$ cat src/rtl/assert_macros.svh
// ----------------------------------------------------------------------------
// Assertion macros
// Concurrent assertion forms used by chained_hash_table_top.
// ----------------------------------------------------------------------------
`ifndef ASSERT_MACROS_SVH
`define ASSERT_MACROS_SVH

// A condition that must hold at every clock edge outside reset.
`define CHK_ALWAYS(lbl, expr, msg) \
    lbl: assert property (@(posedge i_clk) disable iff (!i_rst_n) (expr)) else $error(msg);

// A trigger that must be followed by a condition in the next cycle.
`define CHK_NEXT(lbl, ante, cons, msg) \
    lbl: assert property (@(posedge i_clk) disable iff (!i_rst_n) (ante) |=> (cons)) \
        else $error(msg);

`endif

$ cat src/rtl/cht_pkg.sv
// ----------------------------------------------------------------------------
// cht_pkg
// Constants, codes and helpers shared by the chained hash table modules.
// ----------------------------------------------------------------------------
package cht_pkg;

    localparam int ENTRIES_DEF     = 256;
    localparam int MAX_BUCKETS_DEF = 64;
    localparam int KEY_WIDTH       = 64;
    localparam int VALUE_WIDTH     = 32;

    localparam logic [3:0] DEFAULT_KEY_BYTES = 4'd8;
    localparam logic [6:0] DEFAULT_BUCKETS   = 7'd10;

    localparam logic [1:0] REQ_SET    = 2'd0;
    localparam logic [1:0] REQ_GET    = 2'd1;
    localparam logic [1:0] REQ_REMOVE = 2'd2;

    localparam logic [2:0] ST_INSERTED = 3'd0;
    localparam logic [2:0] ST_UPDATED  = 3'd1;
    localparam logic [2:0] ST_FOUND    = 3'd2;
    localparam logic [2:0] ST_NOTFOUND = 3'd3;
    localparam logic [2:0] ST_FULL     = 3'd4;

    localparam logic CFG_KEY_BYTES = 1'b0;
    localparam logic CFG_BUCKETS   = 1'b1;

    // Keeps the low kb bytes of a key; kb is already clamped to 1..8.
    function automatic logic [KEY_WIDTH-1:0] key_mask(input logic [3:0] kb);
        logic [KEY_WIDTH-1:0] m;
        m = '0;
        for (int j = 0; j < 8; j++) begin
            if (4'(j) < kb) begin
                m[8*j +: 8] = 8'hFF;
            end
        end
        return m;
    endfunction

endpackage

$ cat src/rtl/cht_mod.sv
// ----------------------------------------------------------------------------
// cht_mod
// Bit-serial restoring remainder unit: 64-bit key modulo the bucket count.
// ----------------------------------------------------------------------------
module cht_mod #(
    parameter int DW = 7
) (
    input  logic                           i_clk,
    input  logic                           i_rst_n,
    input  logic                           i_start,
    input  logic [cht_pkg::KEY_WIDTH-1:0]  i_dividend,
    input  logic [DW-1:0]                  i_divisor,
    output logic                           o_done,
    output logic [DW-1:0]                  o_rem
);

    logic [cht_pkg::KEY_WIDTH-1:0] r_dvd;
    logic [DW-1:0]                 r_div;
    logic [DW-1:0]                 r_rem;
    logic [5:0]                    r_cnt;
    logic                          r_busy;
    logic                          r_done;
    logic [DW:0]                   w_trial;
    logic [DW:0]                   n_rem;

    // One quotient bit per cycle, most significant first.
    always_comb begin
        w_trial = {r_rem, r_dvd[cht_pkg::KEY_WIDTH-1]};
        if (w_trial >= {1'b0, r_div}) begin
            n_rem = w_trial - {1'b0, r_div};
        end else begin
            n_rem = w_trial;
        end
    end

    always_ff @(posedge i_clk) begin
        if (!i_rst_n) begin
            r_busy <= 1'b0;
            r_done <= 1'b0;
            r_cnt  <= '0;
        end else begin
            r_done <= 1'b0;
            if (i_start) begin
                r_dvd  <= i_dividend;
                r_div  <= i_divisor;
                r_rem  <= '0;
                r_cnt  <= '0;
                r_busy <= 1'b1;
            end else if (r_busy) begin
                r_rem <= n_rem[DW-1:0];
                r_dvd <= {r_dvd[cht_pkg::KEY_WIDTH-2:0], 1'b0};
                r_cnt <= r_cnt + 6'd1;
                if (r_cnt == 6'd63) begin
                    r_busy <= 1'b0;
                    r_done <= 1'b1;
                end
            end
        end
    end

    assign o_done = r_done;
    assign o_rem  = r_rem;

endmodule

$ cat config.mk
export PLATFORM = sky130hd
export DESIGN_NAME = cht_mod
export DESIGN_NICKNAME = d
export VERILOG_FILES = /design/src/rtl/assert_macros.svh /design/src/rtl/cht_pkg.sv /design/src/rtl/cht_mod.sv
export SDC_FILE = /design/constraint.sdc
export NUM_CORES = 1
export LEC_CHECK = 0
export BUFFER_PORTS_ARGS = -buffer_cell sky130_fd_sc_hd__buf_2
export CORE_MARGIN = 2
export CORE_UTILIZATION = 54
export DETAILED_ROUTE_END_ITERATION = 7
export PLACE_DENSITY = 0.79
export SETUP_SLACK_MARGIN = 0.02
export SLEW_MARGIN = 20
export SYNTH_ARGS = -nofsm -noshare
export SYNTH_HDL_FRONTEND = slang
export SYNTH_SLANG_ARGS = --single-unit
$ cat constraint.sdc
create_clock -name i_clk -period 3.1 [get_ports i_clk]
set_input_delay 0.31 -clock i_clk [delete_from_list [all_inputs] [get_ports i_clk]]
set_output_delay 0.31 -clock i_clk [all_outputs]
set_load 0.01 [all_outputs]
==> results.md <==
* Routability congestion estimate at 0.854
* Buf/Inv on CP at 2
* Fin. max-slew vios at 0
* Post-Route WL at 6860 µm
* Post-CTS Setup Bufs at 0
* CTS Buf Count at 9
* Post-DP HPWL at 4770 µm
* Post-synthesis mux area share at 18.9%
* Largest net degree at the start of global routing at 45
* Total number of vias at 2,373
* YS warnings at 0
* Worst path most repeated cell: inv_1
* Post-synthesis compound-gate area fraction at 5.65%
* Async SR Flop Fraction at 0%
* Number of port buffers at 81
* Rows at 31
* R2R Setup Slk at 0.80 ns
* Average wire per standard cell at 15.4 µm
* CP max stage cell: fa_1
* Top sig layer: met4
* Max Cap Violations at 0
* Total GRT Usage at 18.2%
* Cell Area, Synth at 0.00392 mm²
* Post-synth top area cell: edfxtp_1
* Worst setup EP type: register
* Ports at 82
* First-pass GRT wire length at 10,800 µm
* Total gr overflow at 0
* Worst-path fanout max at 7
* Endpoints failing hold at 0
* Syn Nets at 339
* Startpoint of the worst hold path: i_divisor[2]
* Register area share after synthesis at 63.9%
* Ant diodes at 0
* Synth Flop Type: edfxtp_1
* Max IR drop VDD at 333 µV
* Synth Area in Simple Gates at 4.70%
* Layout cells sized above 1 at 49.3%
* NumNets Final at 423
* Clock-pin slew on the worst setup and hold paths at 0.08 ns
* Top cells by count, synth: edfxtp_1, mux2_2, inv_1
* Setup violators final at 0
* Final Power at 0.00244 W
* Initial Utilization at 54.9%
* XOR/XNOR share of the synthesized area at 1.34%
* Max_slew headroom at 64.4%
* R2r worst-path depth at 9
* Post-cts hold buffer count at 0
* CP required at 3.18 ns
* CP Launch Type: register
* Post-CTS Resized at 0
* Synth top area share at 59.8%
* CTS tree: built
* Largest cells by area after synthesis: edfxtp_1, mux2_2, dfxtp_1
* Yosys cell types at 39
* Register Area at 0.00250 mm²
* FMAX at 435 MHz
* Pre-antenna DRT Iters at 4
* Cells on Worst Hold Path at 1
* Vias/cell at 5.34
* Clock latency on the worst-skew pair at 0.35 ns
* Synth Register Bits at 86
* Post-synth EDFFs at 78
* Routed wl met2 at 3410 µm
* WP data arrival at 2.38 ns
* Worst clock skew at 0.00775 ns
* WL met3 at 383 µm
* Die area at 0.00795 mm²
* Root Driver: clkbuf_8
* Adder-cell share of the synthesized area at 3.07%
* Area growth syn-to-layout at 17.7%
* RSZ-0062 raised after global routing: no
* Layout fillers at 589
* Avg Inst Size Synth at 15.3 µm²
* Drt first-iter violations at 187
* Longest Clk Path Bufs at 2
* Status: finished, final reports clean
* Hold EP: r_div[2]$_DFFE_PP_
* Cell Pwr Density at 529 mW/mm²
* Total core area at 0.00714 mm²
* Wl on met1 at 2950 µm
* Initial antenna violation count at 0
* Die W at 89.2 µm
* Setup tns final at 0 ns
* Final period util at 74.1%
* Reg2Reg Launch Point: r_dvd[63]$_DFFE_PP_
* Slew @ Worst Pin at 0.534 ns
* Main combinational cell family by area after synthesis: multiplexers
* Critical R2R Capture: o_rem[5]$_SDFFCE_PP0P_
* Footprint of the multi-input gates at 0.00133 mm²
* Residual DRC count at 0
* Post-route ant nets at 0
* Crit path max-delay family: compound AO/OA/AOI/OAI gates
* CP max stage delay at 0.40 ns
* Vias in the first global route at 2,320
* Count leader, synth: edfxtp_1
* Cells after Synth at 256
* Tmin final at 2.30 ns
* # clock sinks at 86
* H-tree depth at 3
* Cell-by-cell listing of the critical path: inv_1 > ha_1 > inv_1 > fa_1 > a21o_1 > a21oi_4 > a31oi_2 > o22ai_1 > a21oi_1
* Critical Setup Path Class: register to register
* Die extent in y at 89.2 µm
* Static Leakage at 1.74 nW
* Hold Path Class: primary input to register
final cells by class:
type                    instances  area share [%]
multi-input cells             147            28.7
flip-flops and latches         86            54.3
clock inverters                 6            1.00
inverters                      12           0.977
repair buffers                 84            9.55
well taps                      99            2.69
clock buffers                  10            2.77
placed cells by master, fill, tap and decap left out, types with 7 or more instances in the layout:
| master | count |
|---|---|
| a21oi_1 | 9 |
| buf_2 | 81 |
| clkbuf_8 | 9 |
| dfxtp_1 | 8 |
| edfxtp_1 | 78 |
| ha_1 | 8 |
| inv_1 | 10 |
| mux2_2 | 63 |
| nand3_1 | 7 |
| nor2_1 | 7 |
worst max path at each step:
stage,depth (start not counted),from,endpoint
6_report,9,r_dvd[63]$_DFFE_PP_,o_rem[5]$_SDFFCE_PP0P_
5_1_grt,9,r_dvd[63]$_DFFE_PP_,o_rem[5]$_SDFFCE_PP0P_
4_1_cts,9,r_dvd[63]$_DFFE_PP_,o_rem[5]$_SDFFCE_PP0P_
3_5_place_dp,9,r_dvd[63]$_DFFE_PP_,o_rem[5]$_SDFFCE_PP0P_
3_3_place_gp,9,r_dvd[63]$_DFFE_PP_,o_rem[0]$_SDFFCE_PP0P_
2_1_floorplan,2,i_start,o_rem[0]$_SDFFCE_PP0P_
power breakdown:
| group | switching (W) | total [W] | internal (W) |
|---|---|---|---|
| clock | 0.000409 | 0.000706 | 0.000297 |
| combinational | 0.000171 | 0.000346 | 0.000174 |
| sequential | 0.0000270 | 0.00138 | 0.00136 |
| total | 0.000607 | 0.00244 | 0.00183 |
sequential cells by signal (all words and copies together), names as in the netlist:
register  count
r_dvd        64
o_rem         7
r_div         7
r_cnt         6
o_done        1
r_busy        1
layer usage:
layer  vias to the layer above  global-route usage, %
met5                         -                      0
met4                         0                   7.06
met3                        13                   5.91
met2                        72                   28.9
met1                      1148                   23.4
li1                       1140                      -
cells by family after synthesis:
family / Yosys count
flip-flops: 86
multiplexers: 66
AND/OR/NAND/NOR: 35
AO/OA/AOI/OAI: 31
buffers and inverters: 23
adder cells (fa/ha/maj): 9
XOR/XNOR: 6
metrics by stage:
stage	instances	util, %	instance area [µm²]	hold WS [ns]	setup slack [ns]
3_5_place_dp	428	62.2	4440	0.481	0.818
5_1_grt	444	64.6	4610	0.121	0.671
6_report	444	64.6	4610	0.133	0.802
4_1_cts	444	64.6	4610	0.118	0.806
2_1_floorplan	256	-	3920	0.409	0.460
3_3_place_gp	428	62.2	4440	0.469	0.864
Note: power is estimated with default switching activity, not from simulation.
