**src/rtl/assert_macros.svh**
```systemverilog
// ----------------------------------------------------------------------------
// Assertion macros
// Concurrent assertion forms used by chained_hash_table_top.
// ----------------------------------------------------------------------------
`ifndef ASSERT_MACROS_SVH
`define ASSERT_MACROS_SVH

// A condition that must hold at every clock edge outside reset.
`define CHK_ALWAYS(lbl, expr, msg) \
    lbl: assert property (@(posedge i_clk) disable iff (!i_rst_n) (expr)) else $error(msg);

// A trigger that must be followed by a condition in the next cycle.
`define CHK_NEXT(lbl, ante, cons, msg) \
    lbl: assert property (@(posedge i_clk) disable iff (!i_rst_n) (ante) |=> (cons)) \
        else $error(msg);

`endif

```
**src/rtl/cht_ram.sv**
```systemverilog
// ----------------------------------------------------------------------------
// cht_ram
// Generic simple dual-port RAM with one write port and a registered read.
// ----------------------------------------------------------------------------
module cht_ram #(
    parameter int WIDTH = 8,
    parameter int DEPTH = 16,
    parameter int AW    = (DEPTH > 1) ? $clog2(DEPTH) : 1
) (
    input  logic             i_clk,
    input  logic             i_we,
    input  logic [AW-1:0]    i_waddr,
    input  logic [WIDTH-1:0] i_wdata,
    input  logic             i_re,
    input  logic [AW-1:0]    i_raddr,
    output logic [WIDTH-1:0] o_rdata
);

    logic [WIDTH-1:0] r_mem [DEPTH];
    logic [WIDTH-1:0] r_rdata;

    always_ff @(posedge i_clk) begin
        if (i_we) begin
            r_mem[i_waddr] <= i_wdata;
        end
        if (i_re) begin
            r_rdata <= r_mem[i_raddr];
        end
    end

    assign o_rdata = r_rdata;

endmodule

```
**config.mk**
```make
export PLATFORM = sky130hd
export DESIGN_NAME = cht_ram
export DESIGN_NICKNAME = d
export VERILOG_FILES = /design/src/rtl/assert_macros.svh /design/src/rtl/cht_ram.sv
export SDC_FILE = /design/constraint.sdc
export NUM_CORES = 1
export LEC_CHECK = 0
export ABC_CLOCK_PERIOD_IN_PS = 1950
export BUFFER_PORTS_ARGS = -buffer_cell sky130_fd_sc_hd__buf_2
export CAP_MARGIN = 25
export CORE_MARGIN = 1
export CORE_UTILIZATION = 54
export DETAILED_ROUTE_END_ITERATION = 10
export PLACE_DENSITY = 0.79
export SLEW_MARGIN = 20
export SYNTH_ARGS = -nofsm -noshare
export SYNTH_HDL_FRONTEND = slang
export SYNTH_SLANG_ARGS = --single-unit
export TNS_END_PERCENT = 5
```
**constraint.sdc**
```tcl
create_clock -name i_clk -period 1.95 [get_ports i_clk]
set_input_delay 0.39 -clock i_clk [delete_from_list [all_inputs] [get_ports i_clk]]
set_output_delay 0.39 -clock i_clk [all_outputs]
set_load 0.1 [all_outputs]
```
==> results of run 1 <==
-- cell families after synthesis --
logic type / count (synthesis) / synth area share, %
buffers and inverters: 10 / 1.65
and+or+nand+nor: 35 / 3.14
muxes: 32 / 14.8
DFF: 136 / 78.1
AOI/OAI and AO/OA: 16 / 2.30
-- per-stage QoR --
stage,utilization (%),hold slack [ps]
floorplan,-,489
global placement,60.4,729
detailed placement,60.4,753
CTS,67.0,221
global route,67.0,223
finish,67.0,242
-- routing by layer --
layer  track usage [%]  vias to the layer above
met2              35.6                      125
met1              29.0                     1315
met5                 0                        -
met4              9.92                        0
li1                  -                     1097
met3              5.64                       13
-- Yosys cell counts --
cell type / instances
buf_2: 3
and2b_1: 1
mux4_1: 14
nor2_1: 13
nand3b_1: 2
buf_4: 1
or3b_2: 1
nor2b_1: 1
nand3_1: 1
buf_6: 3
a22oi_1: 16
nand2_1: 9
nand2b_1: 2
nor3_1: 4
and2_1: 1
mux4_2: 18
edfxtp_1: 136
clkdlybuf4s25_2: 3
-- path summary, 6_finish.rpt --
path	startpoint	end	slack (ps)	cells after the start
worst min register to register	r_mem[8][0]$_DFFE_PP_	o_rdata[0]$_DFFE_PP_	770	3
worst min-delay path	i_re	o_rdata[6]$_DFFE_PP_	240	1
worst max-delay path	o_rdata[2]$_DFFE_PP_	o_rdata[2]	240	1
worst max register to register	r_mem[1][5]$_DFFE_PP_	o_rdata[5]$_DFFE_PP_	430	3
-- final cells by class --
cell class,count,area (sq um)
multi-input cells,83,1060
fillers,560,3080
flip-flops and latches,136,4080
clock buffers,17,414
clock inverters,15,200
repair buffers,50,335
well taps,129,161
-- state kept, by name, summed over array words and instances, names as in the netlist --
signal and cells:
o_rdata 8, r_mem 128
-- power by group --
| part | internal (uW) | total (uW) | leakage, uW | switching (uW) |
|---|---|---|---|---|
| Combinational | 135 | 407 | 0.000608 | 272 |
| Sequential | 3290 | 3310 | 0.00124 | 19.6 |
| Clock | 2080 | 3280 | 0.000293 | 1200 |
| Total | 5510 | 7000 | 0.00214 | 1490 |
==> reports/results.tsv, run 1 <==
metric	value	unit
layout-drive-gt1-share	33.2	%
pre_cts_slack	-36.9	ps
via_per_inst	5.93	
cts_hold_buf	0	
cts_tree	built	
fin_area	0.00625	sq mm
highest_layer	met4	
fin_crit	1710	ps
routabilityCongestion	0.788	
layout_setup_ws	243	ps
via_count	2550	
cap_violations	0	
synth_nets	248	
syn_to_final_growth	19.6	%
wl_met2	5120	microns
ant_nets	0	
fmax	586	MHz
routed_wl	9980	microns
slowest_stage	buf_2	
end_kind	output port	
cts_root_buf	clkbuf_8	
coreArea	0.00933	sq mm
antenna_found_initial	0	
netlist_instances	229	
setup-violations-final	0	
slew_viol_final	0	
antenna_cells	0	
synth_cell_types	18	
htreeDepth	4	
yosys_warnings	0	
first_pass_iters	4	
cts_inserted_buffers	17	
seq_area_frac_synth	78.1	%
ys_ff_latch	136	
globalRouteTotalUtil	22.2	%
dp.cells	398	
clock_latency	520	ps
fin_cells	430	
slew_headroom	67.0	%
place_hpwl	6190	microns
p_per_area	1120	mW/mm^2
cp_max_fo	1	
placed_area	0.00564	sq mm
worst-path-buf-inv	1	
hold_viol	0	
cp.arrival	1320	ps
grt_max_degree	24	
finalCritPeriodShare	87.5	%
grt_pass1_vias	2560	
crit_family	buffers and inverters	
yosys-top-cells-area	edfxtp_1 78%, mux4_2 7.8%, mux4_1 7.0%	
tightest_slew	498	ps
synth.largest_area_cell	edfxtp_1	
fp.dieArea	0.0101	sq mm
outcome	finished clean	
route.met3.wl	666	microns
fin_skew	9.80	ps
dr.first_iter.drc_count	184	
post-route-drc-count	0	
clock_sinks	136	
layout.nets	307	
leakage	0.00214	uW
final_cell_mix	136 x edfxtp_1, 26 x buf_2, 22 x buf_4, 18 x mux4_2	
wire_per_inst	23.2	microns
peakVddDrop	0.509	mV
die_h	100	microns
synth_area	0.00523	sq mm
wirelength_met1	4030	microns
start_util	56.0	%
grt_pass1_wl	15100	microns
cts_setup_buffers	0	
die-width	100	microns
std_cell_rows	35	
yosysTopAreaCellShare	78.1	%
clk_path_buf_depth	2	
final_common_cell	edfxtp_1	
ios	27	
avgSynthCellArea	22.8	sq um
crit_required	1560	ps
cts_repair_resize_count	0	
crit_path_start_kind	flip-flop	
path_cells	buf_2	
clk_pin_slew	60	ps
io_buffers	26	
rsz0062_at_grt	no	
hold_path.class	primary input to flip-flop	
tns	0	ps
critical-path-max-stage-delay	440	ps
crit_type	flip-flop to output port	
grt_remaining_overflow	0	
power	7000	uW
Power figures use the tool's default switching activity.
==> run 2, diff against run 1 <==
Settings changed: REMOVE_ABC_BUFFERS from default to 1, SKIP_CTS_REPAIR_TIMING from default to 1, SLEW_MARGIN 20 to default.
==> run 2 against run 1 <==
Compared with the run above: critical endpoint is now o_rdata[4]; design area decreased by 0.40%; critical path depth unchanged; first-iteration DRC count is 26% higher; largest power group unchanged.
==> reports/results.tsv, run 2 (synthesis results as in run 1) <==
metric	value	unit	change
fin_crit	1690	ps	-17.3 ps
htreeDepth	4		unchanged
layout-drive-gt1-share	33.2	%	unchanged
p_per_area	1100	mW/mm^2	-1.4%
worstHoldEndpoint	o_rdata[4]$_DFFE_PP_		
layout_setup_ws	260	ps	+17.3 ps
grt_max_degree	33		+38%
cts_inserted_buffers	17		unchanged
p_seq_share	48.2	%	+0.8 points
fin_util	66.8	%	-0.27 points
critical-path-max-stage-delay	440	ps	about the same
wire_per_inst	23.9	microns	+3.2%
fin_skew	8.87	ps	-0.932 ps
clkPwrFrac	45.8	%	-1.0 points
holdWs	244	ps	+2.58 ps
slew_headroom	67.1	%	about the same
die_h	100	microns	unchanged
grt_pass1_vias	2596		+1.4%
antenna_cells	0		unchanged
cts_tree	built		
final_common_cell	edfxtp_1		
path_cells	buf_2		
syn_to_final_growth	19.1	%	
via_per_inst	5.94		+0.12%
die-width	100	microns	unchanged
start_util	56.0	%	unchanged
internal_power	5380	uW	-2.4%
end_kind	output port		
crit_family	buffers and inverters		
fp.dieArea	0.0101	sq mm	unchanged
clock_sinks	136		unchanged
routabilityCongestion	0.776		-1.4%
rr_endpoint	o_rdata[3]$_DFFE_PP_		
crit_path_start_kind	flip-flop		
cts_root_buf	clkbuf_8		
cp.arrival	1300	ps	-20 ps
globalRouteTotalUtil	22.6	%	+0.48 points
clk_path_buf_depth	2		unchanged
top_register	r_mem		
std_cell_rows	35		unchanged
pwr-share-comb	6.0	%	+0.2 points
outcome	finished clean		
finalCritPeriodShare	86.6	%	-0.89 points
cp_max_fo	1		unchanged
swShare	21.7	%	+0.49 points
slowest_stage	buf_2		
hold_viol	0		unchanged
clock_latency	510	ps	about the same
dr.first_iter.drc_count	231		+26%
grt_remaining_overflow	0		unchanged
layout.nets	307		unchanged
largest_reg_flops	128		unchanged
hold_path.class	primary input to flip-flop		
switchingPower	1490	uW	+0.48%
place_hpwl	6270	microns	+1.2%
reg2reg_from	r_mem[10][3]$_DFFE_PP_		
regArea	0.00408	sq mm	unchanged
crit_required	1560	ps	about the same
reg2reg_depth	3		unchanged
fmax	592	MHz	+1.0%
cap_violations	0		unchanged
ios	27		unchanged
io_buffers	26		unchanged
first_pass_iters	5		+1
worst-path-buf-inv	1		unchanged
leakage	0.00213	uW	-0.45%
clk_pin_slew	70	ps	about the same
ant_nets	0		unchanged
coreArea	0.00933	sq mm	unchanged
grt_pass1_wl	15400	microns	+2.2%
pre_cts_slack	-1.91	ps	+35.0 ps
antenna_found_initial	0		unchanged
crit_type	flip-flop to output port		
min-delay-start	i_re		
post-route-drc-count	0		unchanged
slew_viol_final	0		unchanged
whs_path_depth	1		unchanged
peakVddDrop	0.666	mV	+31%
multi_input_area	0.00106	sq mm	unchanged
fill_cells	584		+4.3%
rrSetupSlack	440	ps	about the same
final_cell_mix	136 x edfxtp_1, 26 x buf_2, 22 x buf_4, 18 x mux4_2		
via_count	2553		+0.12%
tightest_slew	498	ps	-0.282 ps
routed_wl	10300	microns	+3.2%
rsz0062_at_grt	no		
setup-violations-final	0		unchanged
-- run 2: cell types whose count changed in the layout (fill, tap and decap cells not counted) --
cell / previous run / this run
bufinv_16: 4 / 3
clkinv_2: 2 / 3
-- run 2: final cells by class --
cell class / count / share of cell area [%]
Sequential cell: 136 / 65.6
Clock buffer: 17 / 6.65
Multi-Input combinational cell: 83 / 17.0
Clock inverter: 15 / 2.81
Tap cell: 129 / 2.59
Timing Repair Buffer: 50 / 5.38
-- run 2: per-layer routing --
layer	wire length, microns	global-route usage [%]	part of all wire (%)	vias to the layer above
met5	0	0	0	-
met4	219	8.92	2.1	0
met3	654	5.85	6.4	21
met2	5050	35.0	49	121
met1	4370	31.5	42	1310
li1	-	-	-	1101
-- run 2: power by group through the flow --
stage               logic (uW)  clock network, uW  registers [uW]
floorplan                  131                  0            3470
global placement           399                  0            3370
detailed placement         409                  0            3370
CTS                        413               3190            3310
global route               434               3310            3310
finish                     410               3150            3310
-- run 2: metrics by stage --
step           area [sq um]  power (uW)  std cells  setup TNS [ps]
2_1_floorplan          5140        3600        219               0
3_3_place_gp           5640        3770        398               0
3_5_place_dp           5640        3780        398           -1.91
4_1_cts                6230        6910        430               0
5_1_grt                6230        7060        430               0
6_report               6230        6870        430               0
-- run 2: worst max-delay path by stage --
stage                              start               endpoint  slack [ps]  depth (start not counted)
floorplan                     i_waddr[2]  r_mem[0][0]$_DFFE_PP_          70                          2
global placement              i_raddr[0]   o_rdata[3]$_DFFE_PP_          20                          5
detailed placement            i_raddr[0]   o_rdata[3]$_DFFE_PP_          -2                          5
CTS                 o_rdata[4]$_DFFE_PP_             o_rdata[4]         230                          1
global route        o_rdata[4]$_DFFE_PP_             o_rdata[4]         230                          1
finish              o_rdata[4]$_DFFE_PP_             o_rdata[4]         260                          1
